File: config.mk
export PLATFORM = sky130hd
export DESIGN_NAME = itcc_cell
export DESIGN_NICKNAME = d
export VERILOG_FILES = /design/src/itcc_pkg.sv /design/src/itcc_cell.sv
export SDC_FILE = /design/constraint.sdc
export NUM_CORES = 2
export LEC_CHECK = 0
export ABC_CLOCK_PERIOD_IN_PS = 19100
export BUFFER_PORTS_ARGS = -buffer_cell sky130_fd_sc_hd__buf_2
export CORE_AREA = 8 8 778 703
export CTS_BUF_LIST = sky130_fd_sc_hd__clkbuf_8 sky130_fd_sc_hd__clkbuf_16
export CTS_CLUSTER_SIZE = 25
export DETAILED_ROUTE_END_ITERATION = 16
export DIE_AREA = 0 0 786 711
export HOLD_SLACK_MARGIN = 0.06
export SLEW_MARGIN = 40
export SYNTH_ARGS = -nofsm -noshare
export SYNTH_HDL_FRONTEND = slang
export SYNTH_SLANG_ARGS = --single-unit
File: constraint.sdc
create_clock -name clk -period 19.1 [get_ports clk]
set_input_delay 2.865 -clock clk [delete_from_list [all_inputs] [get_ports clk]]
set_output_delay 2.865 -clock clk [all_outputs]
set_load 0.03 [all_outputs]
File: src/itcc_pkg.sv
`timescale 1ns / 1ps
// shared types and codes for the interval table contractor
// no dependencies
package itcc_pkg;

	localparam int VIOL_W = 31;
	localparam logic [VIOL_W-1:0] VIOL_MAX = {VIOL_W{1'b1}};

	typedef enum logic [2:0] {
		ACT_LOAD     = 3'd0,
		ACT_DOMAIN   = 3'd1,
		ACT_CHECK    = 3'd2,
		ACT_VIOL     = 3'd3,
		ACT_CONTRACT = 3'd4
	} action_t;

	localparam logic [1:0] ST_EMPTY = 2'd0;
	localparam logic [1:0] ST_MAYBE = 2'd1;
	localparam logic [1:0] ST_INNER = 2'd2;
	localparam logic [1:0] ST_VIOL  = 2'd3;

	localparam logic CFG_ROWS = 1'b0;
	localparam logic CFG_COLS = 1'b1;

	// flags that travel with a row down the column chain
	typedef struct packed {
		logic valid;
		logic last;
		logic hull;
		logic cons;
		logic ok;
	} link_t;

endpackage

File: src/itcc_cell.sv
`timescale 1ns / 1ps
// one column cell: column table memory, domain, hull accumulator, row test
// depends on itcc_pkg
module itcc_cell import itcc_pkg::*; #(
	parameter int MAX_ROWS = 64,
	parameter int BW = 32,
	parameter int RIW = 6
) (
	input  logic            clk,
	input  logic            arst_n,
	input  logic            active,
	input  link_t           in_link,
	input  logic [RIW-1:0]  in_row,
	input  logic [VIOL_W-1:0] in_worst,
	output link_t           out_link,
	output logic [RIW-1:0]  out_row,
	output logic [VIOL_W-1:0] out_worst,
	input  logic            cell_we,
	input  logic [RIW-1:0]  wr_row,
	input  logic [BW-1:0]   wr_lo,
	input  logic [BW-1:0]   wr_hi,
	input  logic            dom_we,
	input  logic [BW-1:0]   dom_lo,
	input  logic [BW-1:0]   dom_hi,
	input  logic            acc_clr,
	output logic [BW-1:0]   x_lo,
	output logic [BW-1:0]   x_hi,
	output logic            x_empty
);

	localparam int GW = (BW > VIOL_W) ? BW : VIOL_W;

	logic [BW-1:0] mem_lo_q [MAX_ROWS];
	logic [BW-1:0] mem_hi_q [MAX_ROWS];
	logic [BW-1:0] rd_lo_s1, rd_hi_s1;
	link_t link_s1;
	logic [RIW-1:0] row_s1;
	logic [VIOL_W-1:0] worst_s1;
	logic [BW-1:0] dlo_q, dhi_q, acc_lo_q, acc_hi_q;
	logic rev, below, above, dis, inf;
	logic [BW-1:0] sp_a, sp_b, d;
	logic [GW-1:0] dx;
	logic [VIOL_W-1:0] gap;

	always_ff @(posedge clk) begin
		if (cell_we) begin
			mem_lo_q[wr_row] <= wr_lo;
			mem_hi_q[wr_row] <= wr_hi;
		end
	end

	always_ff @(posedge clk) begin
		rd_lo_s1 <= mem_lo_q[in_row];
		rd_hi_s1 <= mem_hi_q[in_row];
		row_s1 <= in_row;
		worst_s1 <= in_worst;
	end

	always_ff @(posedge clk or negedge arst_n) begin
		if (!arst_n) begin
			link_s1 <= '0;
		end else begin
			link_s1 <= in_link;
		end
	end

	// gap between domain and cell, offset binary so unsigned order holds
	always_comb begin
		rev = (dlo_q > dhi_q) || (rd_lo_s1 > rd_hi_s1);
		below = dhi_q < rd_lo_s1;
		above = rd_hi_s1 < dlo_q;
		dis = rev || below || above;
		sp_a = below ? dhi_q : rd_hi_s1;
		sp_b = below ? rd_lo_s1 : dlo_q;
		inf = (sp_a == '0) || (sp_a == '1) || (sp_b == '0) || (sp_b == '1);
		d = sp_b - sp_a;
		dx = GW'(d);
		if (rev) begin
			gap = VIOL_MAX;
		end else if (below || above) begin
			gap = (inf || (dx > GW'(VIOL_MAX))) ? VIOL_MAX : VIOL_W'(dx);
		end else begin
			gap = '0;
		end
	end

	always_ff @(posedge clk) begin
		out_row <= row_s1;
		out_worst <= (active && gap > worst_s1) ? gap : worst_s1;
	end

	always_ff @(posedge clk or negedge arst_n) begin
		if (!arst_n) begin
			out_link <= '0;
			dlo_q <= '0;
			dhi_q <= '1;
			acc_lo_q <= '1;
			acc_hi_q <= '0;
		end else begin
			out_link.valid <= link_s1.valid;
			out_link.last <= link_s1.last;
			out_link.hull <= link_s1.hull;
			out_link.cons <= link_s1.cons;
			out_link.ok <= link_s1.ok & (~active | ~dis);
			if (dom_we) begin
				dlo_q <= dom_lo;
				dhi_q <= dom_hi;
			end
			if (acc_clr) begin
				acc_lo_q <= '1;
				acc_hi_q <= '0;
			end else if (link_s1.valid && link_s1.hull && link_s1.cons) begin
				if (rd_lo_s1 < acc_lo_q) acc_lo_q <= rd_lo_s1;
				if (rd_hi_s1 > acc_hi_q) acc_hi_q <= rd_hi_s1;
			end
		end
	end

	assign x_lo = (acc_lo_q > dlo_q) ? acc_lo_q : dlo_q;
	assign x_hi = (acc_hi_q < dhi_q) ? acc_hi_q : dhi_q;
	assign x_empty = x_lo > x_hi;

endmodule

==> flow_metrics.env <==
export IMPL_status="completed"
export IMPL_synth_edff_count=4096
export IMPL_timing_rr_start="rd_lo_s1[23]$_DFF_P_"
export IMPL_required_ps=16230
export IMPL_synthToLayoutAreaGrowth_pct=15.1
export IMPL_crit_path_end="x_empty"
export IMPL_cp_arrival_ps=8260
export IMPL_synth_fp_nets=8745
export IMPL_cap_violations=0
export IMPL_hp_start="row_s1[4]$_DFF_P_"
export IMPL_synth_area_top_cells="edfxtp_1 70%, mux4_2 17%, ha_1 2.5%, dfxtp_1 1.6%, dfrtp_1 1.1%"
export IMPL_die_area_mm2=0.559
export IMPL_post_cts_setup_buffers=0
export IMPL_cts_path_max_buffers=4
export IMPL_cp_max_fo=33
export IMPL_reg2reg_depth=34
export IMPL_n_fill_cell=47700
export IMPL_coreArea_mm2=0.534
export IMPL_fmax_mhz=89.9
export IMPL_htreeDepth=5
export IMPL_r2r_slack_ps=9270
export IMPL_yosysSeqAreaShare=0.737
export IMPL_num_rows=255
export IMPL_worstMarginPinSlew_ps=965
export IMPL_fp_dieH_um=711
export IMPL_maxSlewViolCount=0
export IMPL_drc=0
export IMPL_cpMostUsedCell="a21oi_1"
export IMPL_die_w_um=786
export IMPL_slew_headroom=0.339
export IMPL_initial_core_util=0.329
export IMPL_wirelength_um=547000
export IMPL_seqPwrFrac=0.505
export IMPL_tns_ps=0
export IMPL_clkPwrFrac=0.385
export IMPL_p_int_w=0.0160
export IMPL_ios=289
export IMPL_finClkSkew_ps=151
export IMPL_synth_most_common_cell="edfxtp_1"
export IMPL_p_sw_frac=0.250
export IMPL_cpPeakStageDelay_ps=620
export IMPL_worst_slack_ps=7970
export IMPL_drtPass1Iterations=5
export IMPL_cts_buffers=421
export IMPL_grt_setup_unrepaired="no"
export IMPL_drtAntennaViolNets=0
export IMPL_end_kind="output pin"
export IMPL_dp_hpwl_um=316000
export IMPL_cpMaxStageDelayCell="buf_4"
export IMPL_routedWlPerCell_um=33.5
export IMPL_async_reset_ff_frac=0.0316
export IMPL_ys_flop_type="edfxtp_1"
export IMPL_synth_top_area_frac=0.701
export IMPL_antenna_found_initial=83
export IMPL_drtIter0Drc=13000
export IMPL_netlist_instances=8218
export IMPL_gp_congestion=0.923
export IMPL_p_per_area_mw_per_mm2=106
export IMPL_worstHoldPathType="reg -> reg"
export IMPL_grt_max_degree=139
export IMPL_cts_tree="done"
export IMPL_pwr_share_comb=0.109
export IMPL_cts_sinks=4372
export IMPL_vias_per_cell=5.60
export IMPL_cts_hold_buf=0
export IMPL_grt_pass1_wl_um=749000
export IMPL_yosysTopAreaCell="edfxtp_1"
export IMPL_synth_common_cells="4,096 x edfxtp_1, 1,344 x mux4_2, 344 x ha_1"
export IMPL_min_period_ps=11130
export IMPL_fin_crit_sh=0.582
export IMPL_peakVddDrop_v=0.0000866
export IMPL_vias=91300
export IMPL_power_leakage_nw=65.3
export IMPL_switchingPower_w=0.00534
export IMPL_critPathLaunch="dlo_q[2]$_DFFE_PN0P_"
export IMPL_syn_area_mm2=0.175
export IMPL_grt_overflow=0
export IMPL_yosysWarnings=0
export IMPL_r2r_end="out_worst[7]$_DFF_P_"
export IMPL_clock_latency_ps=1060
export IMPL_register_area_mm2=0.129
export IMPL_drive_above_1_share=0.291
export IMPL_avgSynthCellArea_um2=21.4
export IMPL_root_buffer="clkbuf_16"
export IMPL_finalSetupViolCount=0
export IMPL_io_buffers=288
export IMPL_hold_violations=0
export IMPL_synth_cell_type_count=80
export IMPL_worstSetupPathType="reg -> out"
export IMPL_multi_input_area_mm2=0.0444
export IMPL_grt_total_usage=0.189
export IMPL_grt_pass1_vias=90700
export IMPL_final_nets=9325
export IMPL_cts_resized=0
export IMPL_synth_seq_cells=4372
export IMPL_post_place_ws_ps=9120
export IMPL_clk_pin_slew_ps=60
export IMPL_start_kind="flop"
==> per-layer routing <==
metal | vias up | global-route usage | wire length, um
li1 | 35700 | - | -
met1 | 49600 | 0.273 | 226000
met2 | 5099 | 0.289 | 248000
met3 | 778 | 0.0488 | 59500
met4 | 60 | 0.0437 | 13300
met5 | - | 0 | 423
==> flip-flops by register name (all words and copies together) (netlist names) <==
register   count
dlo_q         32
link_s1        5
out_link       5
out_worst     31
worst_s1      31
rd_hi_s1      32
dhi_q         32
mem_hi_q    2048
rd_lo_s1      32
row_s1         6
out_row        6
acc_hi_q      32
mem_lo_q    2048
acc_lo_q      32
==> placed cells by master (no fill, tap or decap), drive strengths merged, types with 84 or more instances in the layout <==
cell type / netlist / layout
mux2i: 134 / 134
clkbuf: 296 / 440
nor2: 229 / 229
nand2: 213 / 213
ha: 344 / 344
nand4: 96 / 96
inv: 234 / 335
diode: 0 / 84
mux4: 1344 / 1344
edfxtp: 4096 / 4096
a21oi: 146 / 146
clkinv: 0 / 200
o21ai: 189 / 189
dfxtp: 138 / 138
a21o: 98 / 98
buf: 86 / 538
==> power groups by stage <==
stage	logic (W)	registers [W]	clock network [W]
2_1_floorplan	0.00133	0.0110	0
3_3_place_gp	0.00228	0.0110	0
3_5_place_dp	0.00230	0.0110	0
4_1_cts	0.00231	0.0108	0.00835
5_1_grt	0.00250	0.0108	0.00870
6_report	0.00234	0.0108	0.00822
==> logic make-up (layout without fill, tap and decap cells) <==
| logic type | count (synthesis) | count (layout) | synth area share |
|---|---|---|---|
| DFF | 4372 | 4372 | 0.737 |
| muxes | 1483 | 1483 | 0.180 |
| and+or+nand+nor | 754 | 754 | 0.0205 |
| buffers and inverters | 616 | 1556 | 0.0134 |
| AOI/OAI and AO/OA | 588 | 588 | 0.0212 |
| adders and majority gates | 347 | 347 | 0.0248 |
| xor gates and xnor gates | 58 | 58 | 0.00289 |
| other | 0 | 84 | 0 |
==> through the flow <==
stage	utilization	total power [W]	std cells	hold WS [ps]	cell area, um^2
finish	0.378	0.0213	16300	290	202000
global route	0.378	0.0220	16200	323	202000
CTS	0.377	0.0215	16200	308	201000
detailed placement	0.352	0.0133	15400	312	188000
global placement	0.349	0.0133	15400	312	187000
floorplan	-	0.0123	8218	310	175000
==> final cells by class <==
cell class,instances,share of cell area
Clock inverter,344,0.0133
Inverter,234,0.00435
Antenna cell,84,0.00104
Clock buffer,439,0.0537
Timing Repair Buffer,539,0.0236
Sequential cell,4372,0.640
Multi-Input combinational cell,3230,0.220
Tap cell,7067,0.0438
==> how the worst min path moves through the flow <==
stage	slack [ps]	depth (start not counted)	end
2_1_floorplan	310	0	out_row[0]$_DFF_P_
3_3_place_gp	310	0	out_row[1]$_DFF_P_
3_5_place_dp	310	0	out_row[1]$_DFF_P_
4_1_cts	310	0	out_row[4]$_DFF_P_
5_1_grt	320	0	out_row[4]$_DFF_P_
6_report	290	0	out_row[4]$_DFF_P_
==> worst max-delay path, delay by kind of cell (launching register included) <==
family	cells	cell delay (ps)
flip-flops	1	500
buffers and inverters	3	1070
multiplexers	1	510
AO/OA/AOI/OAI	17	3910
AND/OR/NAND/NOR	4	570
adder cells (fa/ha/maj)	2	680
Note: power is estimated with default switching activity, not from simulation.
